[src/sv/pcg32_pkg.sv]
// ----------------------------------------------------------------------------
// pcg32_pkg
// Shared types and constants of the PCG32 XSH-RR generator.
// ----------------------------------------------------------------------------
package pcg32_pkg;

  localparam logic [1:0] KIND_RESEED   = 2'd0;
  localparam logic [1:0] KIND_RAW      = 2'd1;
  localparam logic [1:0] KIND_URANGE   = 2'd2;
  localparam logic [1:0] KIND_SRANGE   = 2'd3;

  localparam logic [63:0] LCG_MULT     = 64'h5851_F42D_4C95_7F2D;
  localparam int unsigned XSH_SHIFT    = 18;
  localparam int unsigned OUT_SHIFT    = 27;
  localparam int unsigned ROT_LSB      = 59;
  localparam int unsigned DIV_STEPS    = 32;

  typedef struct packed {
    logic [1:0]  kind;
    logic [63:0] first_operand;
    logic [63:0] second_operand;
  } pcg32_req_t;

  typedef struct packed {
    logic [31:0] random_value;
    logic        range_error;
  } pcg32_rsp_t;

  typedef struct packed {
    logic capture;
    logic seed;
    logic mul0;
    logic mul1;
    logic mul2;
    logic mul3;
    logic upd;
    logic div_init;
    logic div_step;
  } pcg32_cmd_t;

  typedef struct packed {
    logic is_seed;
    logic is_range;
    logic range_err;
    logic div_last;
  } pcg32_sts_t;

endpackage

[src/sv/pcg32_datapath.sv]
// ----------------------------------------------------------------------------
// pcg32_datapath
// LCG state, shared 32x32 multiplier, output permutation and bit-serial
// remainder unit.
// ----------------------------------------------------------------------------
module pcg32_datapath
  import pcg32_pkg::*;
(
  input  logic       clk_i,
  input  logic       rst_ni,
  input  pcg32_req_t req_i,
  input  pcg32_cmd_t cmd_i,
  output pcg32_sts_t sts_o,
  output pcg32_rsp_t rsp_o
);

  localparam int unsigned CntW = $clog2(DIV_STEPS);

  pcg32_req_t     req_q;
  logic [63:0]    state_q, state_d;
  logic [63:0]    inc_q, inc_d;
  logic [63:0]    prod_q;
  logic [63:0]    acc_q, acc_d;
  logic [31:0]    raw_q;
  logic [31:0]    dvd_q;
  logic [32:0]    rem_q;
  logic [32:0]    span_q;
  logic [CntW-1:0] cnt_q;

  logic [31:0] lo32, hi32;
  logic [31:0] xsh;
  logic [4:0]  rot;
  logic [63:0] rot_w;
  logic [31:0] perm;
  logic [31:0] op_a, op_b;
  logic [32:0] rem_sh;
  logic [32:0] span_d;

  assign lo32 = req_q.first_operand[31:0];
  assign hi32 = req_q.second_operand[31:0];

  // XSH-RR permutation of the current (old) state
  assign xsh   = 32'(((state_q >> XSH_SHIFT) ^ state_q) >> OUT_SHIFT);
  assign rot   = state_q[63:ROT_LSB];
  assign rot_w = {xsh, xsh} >> rot;
  assign perm  = rot_w[31:0];

  // low 64 bits of state * mult from three partial products
  assign op_a = cmd_i.mul2 ? state_q[63:32] : state_q[31:0];
  assign op_b = cmd_i.mul1 ? LCG_MULT[63:32] : LCG_MULT[31:0];

  always_comb begin
    acc_d = acc_q;
    if (cmd_i.mul1) begin
      acc_d = prod_q;
    end else if (cmd_i.mul2 || cmd_i.mul3) begin
      acc_d = acc_q + {prod_q[31:0], 32'd0};
    end
  end

  always_comb begin
    state_d = state_q;
    inc_d   = inc_q;
    if (cmd_i.seed) begin
      inc_d   = {req_q.second_operand[62:0], 1'b1};
      state_d = inc_d + req_q.first_operand;
    end else if (cmd_i.upd) begin
      state_d = acc_q + inc_q;
    end
  end

  assign span_d = {1'b0, hi32 - lo32} + 33'd1;
  assign rem_sh = {rem_q[31:0], dvd_q[31]};

  always_ff @(posedge clk_i or negedge rst_ni) begin
    if (!rst_ni) begin
      state_q <= '0;
      inc_q   <= 64'd1;
    end else begin
      state_q <= state_d;
      inc_q   <= inc_d;
    end
  end

  always_ff @(posedge clk_i) begin
    if (cmd_i.capture) begin
      req_q <= req_i;
    end
    if (cmd_i.mul0 || cmd_i.mul1 || cmd_i.mul2) begin
      prod_q <= {32'd0, op_a} * {32'd0, op_b};
    end
    acc_q <= acc_d;
    if (cmd_i.mul0) begin
      raw_q <= perm;
    end
    if (cmd_i.div_init) begin
      dvd_q  <= raw_q;
      rem_q  <= '0;
      span_q <= span_d;
      cnt_q  <= '0;
    end else if (cmd_i.div_step) begin
      dvd_q <= {dvd_q[30:0], 1'b0};
      rem_q <= (rem_sh >= span_q) ? rem_sh - span_q : rem_sh;
      cnt_q <= cnt_q + 1'b1;
    end
  end

  always_comb begin
    sts_o.is_seed  = (req_q.kind == KIND_RESEED);
    sts_o.is_range = req_q.kind[1];
    sts_o.div_last = (cnt_q == CntW'(DIV_STEPS - 1));
    unique case (req_q.kind)
      KIND_URANGE: sts_o.range_err = (hi32 <= lo32);
      KIND_SRANGE: sts_o.range_err = ($signed(hi32) <= $signed(lo32));
      default:     sts_o.range_err = 1'b0;
    endcase
  end

  always_comb begin
    rsp_o.range_error = sts_o.range_err;
    unique case (req_q.kind)
      KIND_RESEED: rsp_o.random_value = '0;
      KIND_RAW:    rsp_o.random_value = raw_q;
      default:     rsp_o.random_value = sts_o.range_err ? '0 : rem_q[31:0] + lo32;
    endcase
  end

endmodule

[src/sv/pcg32_ctrl.sv]
// ----------------------------------------------------------------------------
// pcg32_ctrl
// Request sequencer: check, multiply phases, state update, remainder, result.
// ----------------------------------------------------------------------------
module pcg32_ctrl
  import pcg32_pkg::*;
(
  input  logic       clk_i,
  input  logic       rst_ni,
  input  logic       in_valid_i,
  output logic       in_ready_o,
  output logic       out_valid_o,
  input  logic       out_ready_i,
  input  pcg32_sts_t sts_i,
  output pcg32_cmd_t cmd_o
);

  localparam logic [3:0] S_IDLE  = 4'd0;
  localparam logic [3:0] S_CHECK = 4'd1;
  localparam logic [3:0] S_MUL0  = 4'd2;
  localparam logic [3:0] S_MUL1  = 4'd3;
  localparam logic [3:0] S_MUL2  = 4'd4;
  localparam logic [3:0] S_MUL3  = 4'd5;
  localparam logic [3:0] S_UPD   = 4'd6;
  localparam logic [3:0] S_DIV   = 4'd7;
  localparam logic [3:0] S_OUT   = 4'd8;

  logic [3:0] state_q, state_d;

  assign in_ready_o  = (state_q == S_IDLE);
  assign out_valid_o = (state_q == S_OUT);

  always_comb begin
    state_d = state_q;
    cmd_o   = '0;
    unique case (state_q)
      S_IDLE: begin
        cmd_o.capture = in_valid_i;
        if (in_valid_i) state_d = S_CHECK;
      end
      S_CHECK: begin
        cmd_o.seed = sts_i.is_seed;
        state_d    = sts_i.range_err ? S_OUT : S_MUL0;
      end
      S_MUL0: begin
        cmd_o.mul0 = 1'b1;
        state_d    = S_MUL1;
      end
      S_MUL1: begin
        cmd_o.mul1 = 1'b1;
        state_d    = S_MUL2;
      end
      S_MUL2: begin
        cmd_o.mul2 = 1'b1;
        state_d    = S_MUL3;
      end
      S_MUL3: begin
        cmd_o.mul3 = 1'b1;
        state_d    = S_UPD;
      end
      S_UPD: begin
        cmd_o.upd      = 1'b1;
        cmd_o.div_init = sts_i.is_range;
        state_d        = sts_i.is_range ? S_DIV : S_OUT;
      end
      S_DIV: begin
        cmd_o.div_step = 1'b1;
        if (sts_i.div_last) state_d = S_OUT;
      end
      S_OUT: begin
        if (out_ready_i) state_d = S_IDLE;
      end
      default: state_d = S_IDLE;
    endcase
  end

  always_ff @(posedge clk_i or negedge rst_ni) begin
    if (!rst_ni) begin
      state_q <= S_IDLE;
    end else begin
      state_q <= state_d;
    end
  end

endmodule

[src/sv/pcg32_random_generator.sv]
// ----------------------------------------------------------------------------
// pcg32_random_generator
// PCG32 XSH-RR generator with reseed, raw and range requests.
// ----------------------------------------------------------------------------
// channel  | signals                       | payload
// ---------+-------------------------------+-------------
// request  | in_valid_i / in_ready_o       | in_data_i
// result   | out_valid_o / out_ready_i     | out_data_o
//
// One request at a time. Raw and reseed requests pass through the check, the
// multiply states S_MUL0 to S_MUL3 and the state update before result valid
// rises; range requests add the bit-serial remainder, and a rejected range
// request goes from the check straight to the result.
// The 64-bit state update uses one shared 32x32 multiplier over three phases.
// Reset loads state 0 and increment 1. A stalled result holds until transfer;
// no request is taken meanwhile.
// ----------------------------------------------------------------------------
module pcg32_random_generator
  import pcg32_pkg::*;
(
  input  logic       clk_i,
  input  logic       rst_ni,
  input  logic       in_valid_i,
  output logic       in_ready_o,
  input  pcg32_req_t in_data_i,
  output logic       out_valid_o,
  input  logic       out_ready_i,
  output pcg32_rsp_t out_data_o
);

  pcg32_cmd_t cmd;
  pcg32_sts_t sts;

  // sequence the request
  pcg32_ctrl u_ctrl (
    .clk_i       (clk_i),
    .rst_ni      (rst_ni),
    .in_valid_i  (in_valid_i),
    .in_ready_o  (in_ready_o),
    .out_valid_o (out_valid_o),
    .out_ready_i (out_ready_i),
    .sts_i       (sts),
    .cmd_o       (cmd)
  );

  // hold state, multiply, permute and reduce
  pcg32_datapath u_datapath (
    .clk_i  (clk_i),
    .rst_ni (rst_ni),
    .req_i  (in_data_i),
    .cmd_i  (cmd),
    .sts_o  (sts),
    .rsp_o  (out_data_o)
  );

`ifndef SYNTH
  // never take a request while a result waits
  assert property (@(posedge clk_i) disable iff (!rst_ni) out_valid_o |-> !in_ready_o)
    else $error("request taken while result pending");
  // a rejected range reports zero
  assert property (@(posedge clk_i) disable iff (!rst_ni)
    (out_valid_o && out_data_o.range_error) |-> (out_data_o.random_value == '0))
    else $error("range error with nonzero value");
  // a waiting result keeps its value
  assert property (@(posedge clk_i) disable iff (!rst_ni)
    (out_valid_o && !out_ready_i) |=> $stable(out_data_o))
    else $error("stalled result changed");
`endif

endmodule

[config.mk]
export PLATFORM = sky130hd
export DESIGN_NAME = pcg32_random_generator
export DESIGN_NICKNAME = d
export VERILOG_FILES = /design/src/sv/pcg32_pkg.sv /design/src/sv/pcg32_datapath.sv /design/src/sv/pcg32_ctrl.sv /design/src/sv/pcg32_random_generator.sv
export SDC_FILE = /design/constraint.sdc
export NUM_CORES = 2
export LEC_CHECK = 0
export ABC_CLOCK_PERIOD_IN_PS = 9300
export BUFFER_PORTS_ARGS = -buffer_cell sky130_fd_sc_hd__buf_2
export CAP_MARGIN = 20
export CELL_PAD_IN_SITES_DETAIL_PLACEMENT = 0
export CELL_PAD_IN_SITES_GLOBAL_PLACEMENT = 1
export CORE_MARGIN = 8
export CORE_UTILIZATION = 46
export DETAILED_ROUTE_END_ITERATION = 10
export PLACE_DENSITY_LB_ADDON = 0.1
export SYNTH_ARGS = -nofsm -noshare
export SYNTH_HDL_FRONTEND = slang
export SYNTH_SLANG_ARGS = --single-unit
[constraint.sdc]
create_clock -name clk_i -period 9.3 [get_ports clk_i]
set_input_delay 1.86 -clock clk_i [delete_from_list [all_inputs] [get_ports clk_i]]
set_output_delay 1.86 -clock clk_i [all_outputs]
set_load 0.005 [all_outputs]
==> results.tsv <==
stage	metric	value	unit
worst_setup_path	r2r_setup_slack	0.19	ns
logic_synthesis	yosys-top-cells-count	903 x inv_1, 671 x ha_1, 654 x nand2_1, 539 x fa_1, 416 x a21oi_1	
sta	fin_skew	0.0516	ns
clock_network	holdBufCountCts	0	
global_routing	grt_max_degree	147	
layout	layout-drive-gt1-share	11.4	%
sta	fin_crit	9.11	ns
global_routing	grtUsageTotal	27.7	%
worst_hold_path	hp-class	reg2reg	
logic_synthesis	ys_types	92	
sta	tightest_slew	1.07	ns
floorplanning	die-area	137000	um^2
worst_setup_path	path_common_cell	fa_1	
route	totalWireLength	193000	um
clock_network	clock_sinks	522	
job	maxCapViolations	0	
sta	hold_violations	0	
worst_setup_path	end_kind	register	
global_routing	grt-ovfl-total	0	
worst_setup_path	crit_fanout	6	
clock_network	clk_pin_slew_worst_paths	0.06	ns
worst_hold_path	worstHoldStart	u_datapath.cnt_q[4]$_SDFFE_PP0P_	
layout	nNetsFinal	7904	
sta	fin_crit_sh	98.0	%
route	drc	0	
sta	rsz0062_at_grt	yes	
run_status	status	finished clean	
route	met2WireLength	93000	um
worst_setup_path	worstSetupPathType	reg2reg	
logic_synthesis	ys_async_sr_fraction	25.1	%
worst_setup_path	critical-path-max-stage-delay	0.56	ns
logic_synthesis	syn-cell-area	57500	um^2
layout	fillers	11600	
logic_synthesis	synth_area_leaders	fa_1 19%, edfxtp_1 18%, ha_1 15%, inv_1 5.9%, dfrtp_1 5.7%	
worst_setup_path	reg2reg_from	u_ctrl.state_q[3]$_DFFE_PN0P_	
route	first_iter_violations	2857	
worst_setup_path	start_kind	register	
logic_synthesis	yosysTopAreaCellShare	18.8	%
sta	fin_ws	0.186	ns
floorplanning	pin_count	169	
logic_synthesis	ys.warnings.count	0	
worst_setup_path	path_delay_family	adder cells	
route	via_per_inst	5.47	
clock_network	cts_buffer_depth	3	
logic_synthesis	synth.avg_cell_area	9.35	um^2
worst_setup_path	critPathArrivalTime	9.49	ns
clock_network	clock-root-buffer	clkbuf_16	
route	drt-met1-wl	81600	um
route	wire_per_inst	23.3	um
floorplanning	die_h	370	um
floorplanning	core_area	124000	um^2
place	place_congestion	0.929	
worst_setup_path	critPathSlowestCell	fa_1	
worst_setup_path	cp.buffers_inverters	9	
sta	setup_viol_count_final	0	
sta	tns	0	ns
layout	synthToLayoutAreaGrowth	13.7	%
place	dp_worst_setup_slack	-0.0838	ns
route	route.top_layer_used	met4	
logic_synthesis	syn_inst	6151	
floorplanning	start_util	46.4	%
route	dr.pass1.iters	5	
clock_network	h-tree-depth	3	
sta	relSlewSlack	28.6	%
clock_network	clkLatencyLatePin	0.68	ns
place	dp_hpwl	162000	um
clock_network	cts_tree	yes	
place	io_buffers	167	
global_routing	antenna_found_initial	2	
worst_setup_path	required	9.67	ns
clock_network	cts_buffers	68	
worst_setup_path	startpoint	u_ctrl.state_q[3]$_DFFE_PN0P_	
global_routing	grt_pass1_vias	45700	
logic_synthesis	ys_seq_elements	522	
logic_synthesis	synth_largest_area_cell	fa_1	
logic_synthesis	synth-seq-area-share	25.5	%
sta	drv_slew	0	
route	ant_nets	0	
floorplanning	row_count	129	
floorplanning	die_x	370	um
logic_synthesis	synth_most_common_cell	inv_1	
route	vias	45100	
route	dr_wl_met3	7690	um
sta	max_freq	0.110	GHz
logic_synthesis	synth_ff_type	edfxtp_1	
logic_synthesis	synth_edf_count	354	
global_routing	grt_first_pass_wirelength	286000	um
==> placed cells by master (no fill, tap or decap), types with 12 or more instances in the layout <==
| master | instances |
|---|---|
| nand3_1 | 95 |
| nand2_1 | 647 |
| a21o_1 | 193 |
| nand2b_1 | 45 |
| or3_1 | 15 |
| o22ai_1 | 15 |
| mux2_2 | 16 |
| dfrtp_1 | 131 |
| clkbuf_16 | 72 |
| nand4_1 | 62 |
| conb_1 | 31 |
| a31oi_1 | 34 |
| xor2_1 | 145 |
| nor2_1 | 381 |
| and3_1 | 37 |
| a21boi_0 | 18 |
| buf_2 | 166 |
| nor2b_1 | 27 |
| dfxtp_1 | 37 |
| fa_1 | 529 |
| o21bai_1 | 50 |
| buf_6 | 13 |
| a211oi_1 | 55 |
| buf_12 | 13 |
| buf_4 | 301 |
| o21a_1 | 34 |
| clkbuf_1 | 13 |
| and2_1 | 57 |
| nor3_1 | 58 |
| inv_1 | 899 |
| o211ai_1 | 30 |
| xnor2_1 | 201 |
| mux2i_1 | 95 |
| a21oi_1 | 410 |
| clkinv_2 | 14 |
| ha_1 | 670 |
| or2_2 | 12 |
| o21ai_0 | 319 |
| edfxtp_1 | 354 |
==> sequential cells by signal (all words and copies together) (netlist names) <==
| signal | cells |
|---|---|
| u_ctrl.state_q | 4 |
| u_datapath.acc_q | 64 |
| u_datapath.cnt_q | 5 |
| u_datapath.dvd_q | 32 |
| u_datapath.hi32 | 32 |
| u_datapath.inc_q | 63 |
| u_datapath.lo32 | 32 |
| u_datapath.prod_q | 64 |
| u_datapath.raw_q | 32 |
| u_datapath.rem_q | 32 |
| u_datapath.req_q | 64 |
| u_datapath.span_q | 33 |
| u_datapath.state_q | 64 |
| u_datapath.sts_o | 1 |
==> worst paths after layout <==
kind	endpoint	cells after the start
max	u_datapath.prod_q[60]$_DFFE_PP_	30
min	u_datapath.cnt_q[4]$_SDFFE_PP0P_	2
max reg2reg	u_datapath.prod_q[60]$_DFFE_PP_	30
min reg2reg	u_datapath.cnt_q[4]$_SDFFE_PP0P_	2
max in group asynchronous	u_datapath.inc_q[5]$_DFFE_PN0P_	2
min in group asynchronous	u_datapath.inc_q[52]$_DFFE_PN0P_	1
==> worst reg2reg max path, delay by kind of cell, from the launching register on <==
family,cells,cell delay [ns]
flops,1,0.39
compound gates,5,1.06
buf+inv,9,1.18
mux,1,0.19
fa+ha+maj,9,4.35
xor+xnor,1,0.16
simple gates,5,1.48
==> per-stage QoR <==
stage | instance area (um^2) | instances | hold WS (ns) | util [%]
final | 65400 | 8254 | 0.460 | 52.7
after floorplan | 57600 | 6180 | 0.441 | -
after global placement | 62300 | 8094 | 0.446 | 50.2
after CTS | 64700 | 8221 | 0.463 | 52.2
after detailed placement | 62300 | 8095 | 0.455 | 50.2
after global routing | 65400 | 8253 | 0.486 | 52.7
==> logic make-up (layout without fill, tap and decap cells) <==
logic type      after synthesis  in the layout  synth area share (%)
compound gates             1311           1311                  14.2
xor+xnor                    346            346                  5.27
fa+ha+maj                  1210           1210                  33.4
buf+inv                    1099           1535                  7.20
flops                       522            522                  25.5
mux                         139            139                  2.70
other cells                   2             32                0.0131
simple gates               1522           1522                  11.8
==> layer usage <==
metal,GRT usage [%],vias up
li1,-,21700
met1,35.3,22100
met2,47.9,1071
met3,2.41,306
met4,12.3,0
met5,0,-
==> cell type report <==
type | count | area (um^2) | area share, %
Timing Repair Buffer | 495 | 3550 | 5.43
Multi-Input combinational cell | 4559 | 39300 | 60.1
Tap cell | 1637 | 2050 | 3.13
Clock buffer | 84 | 1810 | 2.78
Inverter | 914 | 3470 | 5.31
Clock inverter | 42 | 557 | 0.852
Sequential cell | 522 | 14600 | 22.4
Antenna cell | 1 | 2.50 | 0.00383
==> repair_timing <==
item | 4_1_cts | 5_1_grt
buffers inserted | 0 | 29
resized for setup | 9 | 100
cloned | 0 | 3
endpoints found under the setup margin | 3 | 10
pin swaps | 0 | 24
Power is not shown: default switching activity piles up to over one toggle a cycle in this logic, so the estimate is an artifact.
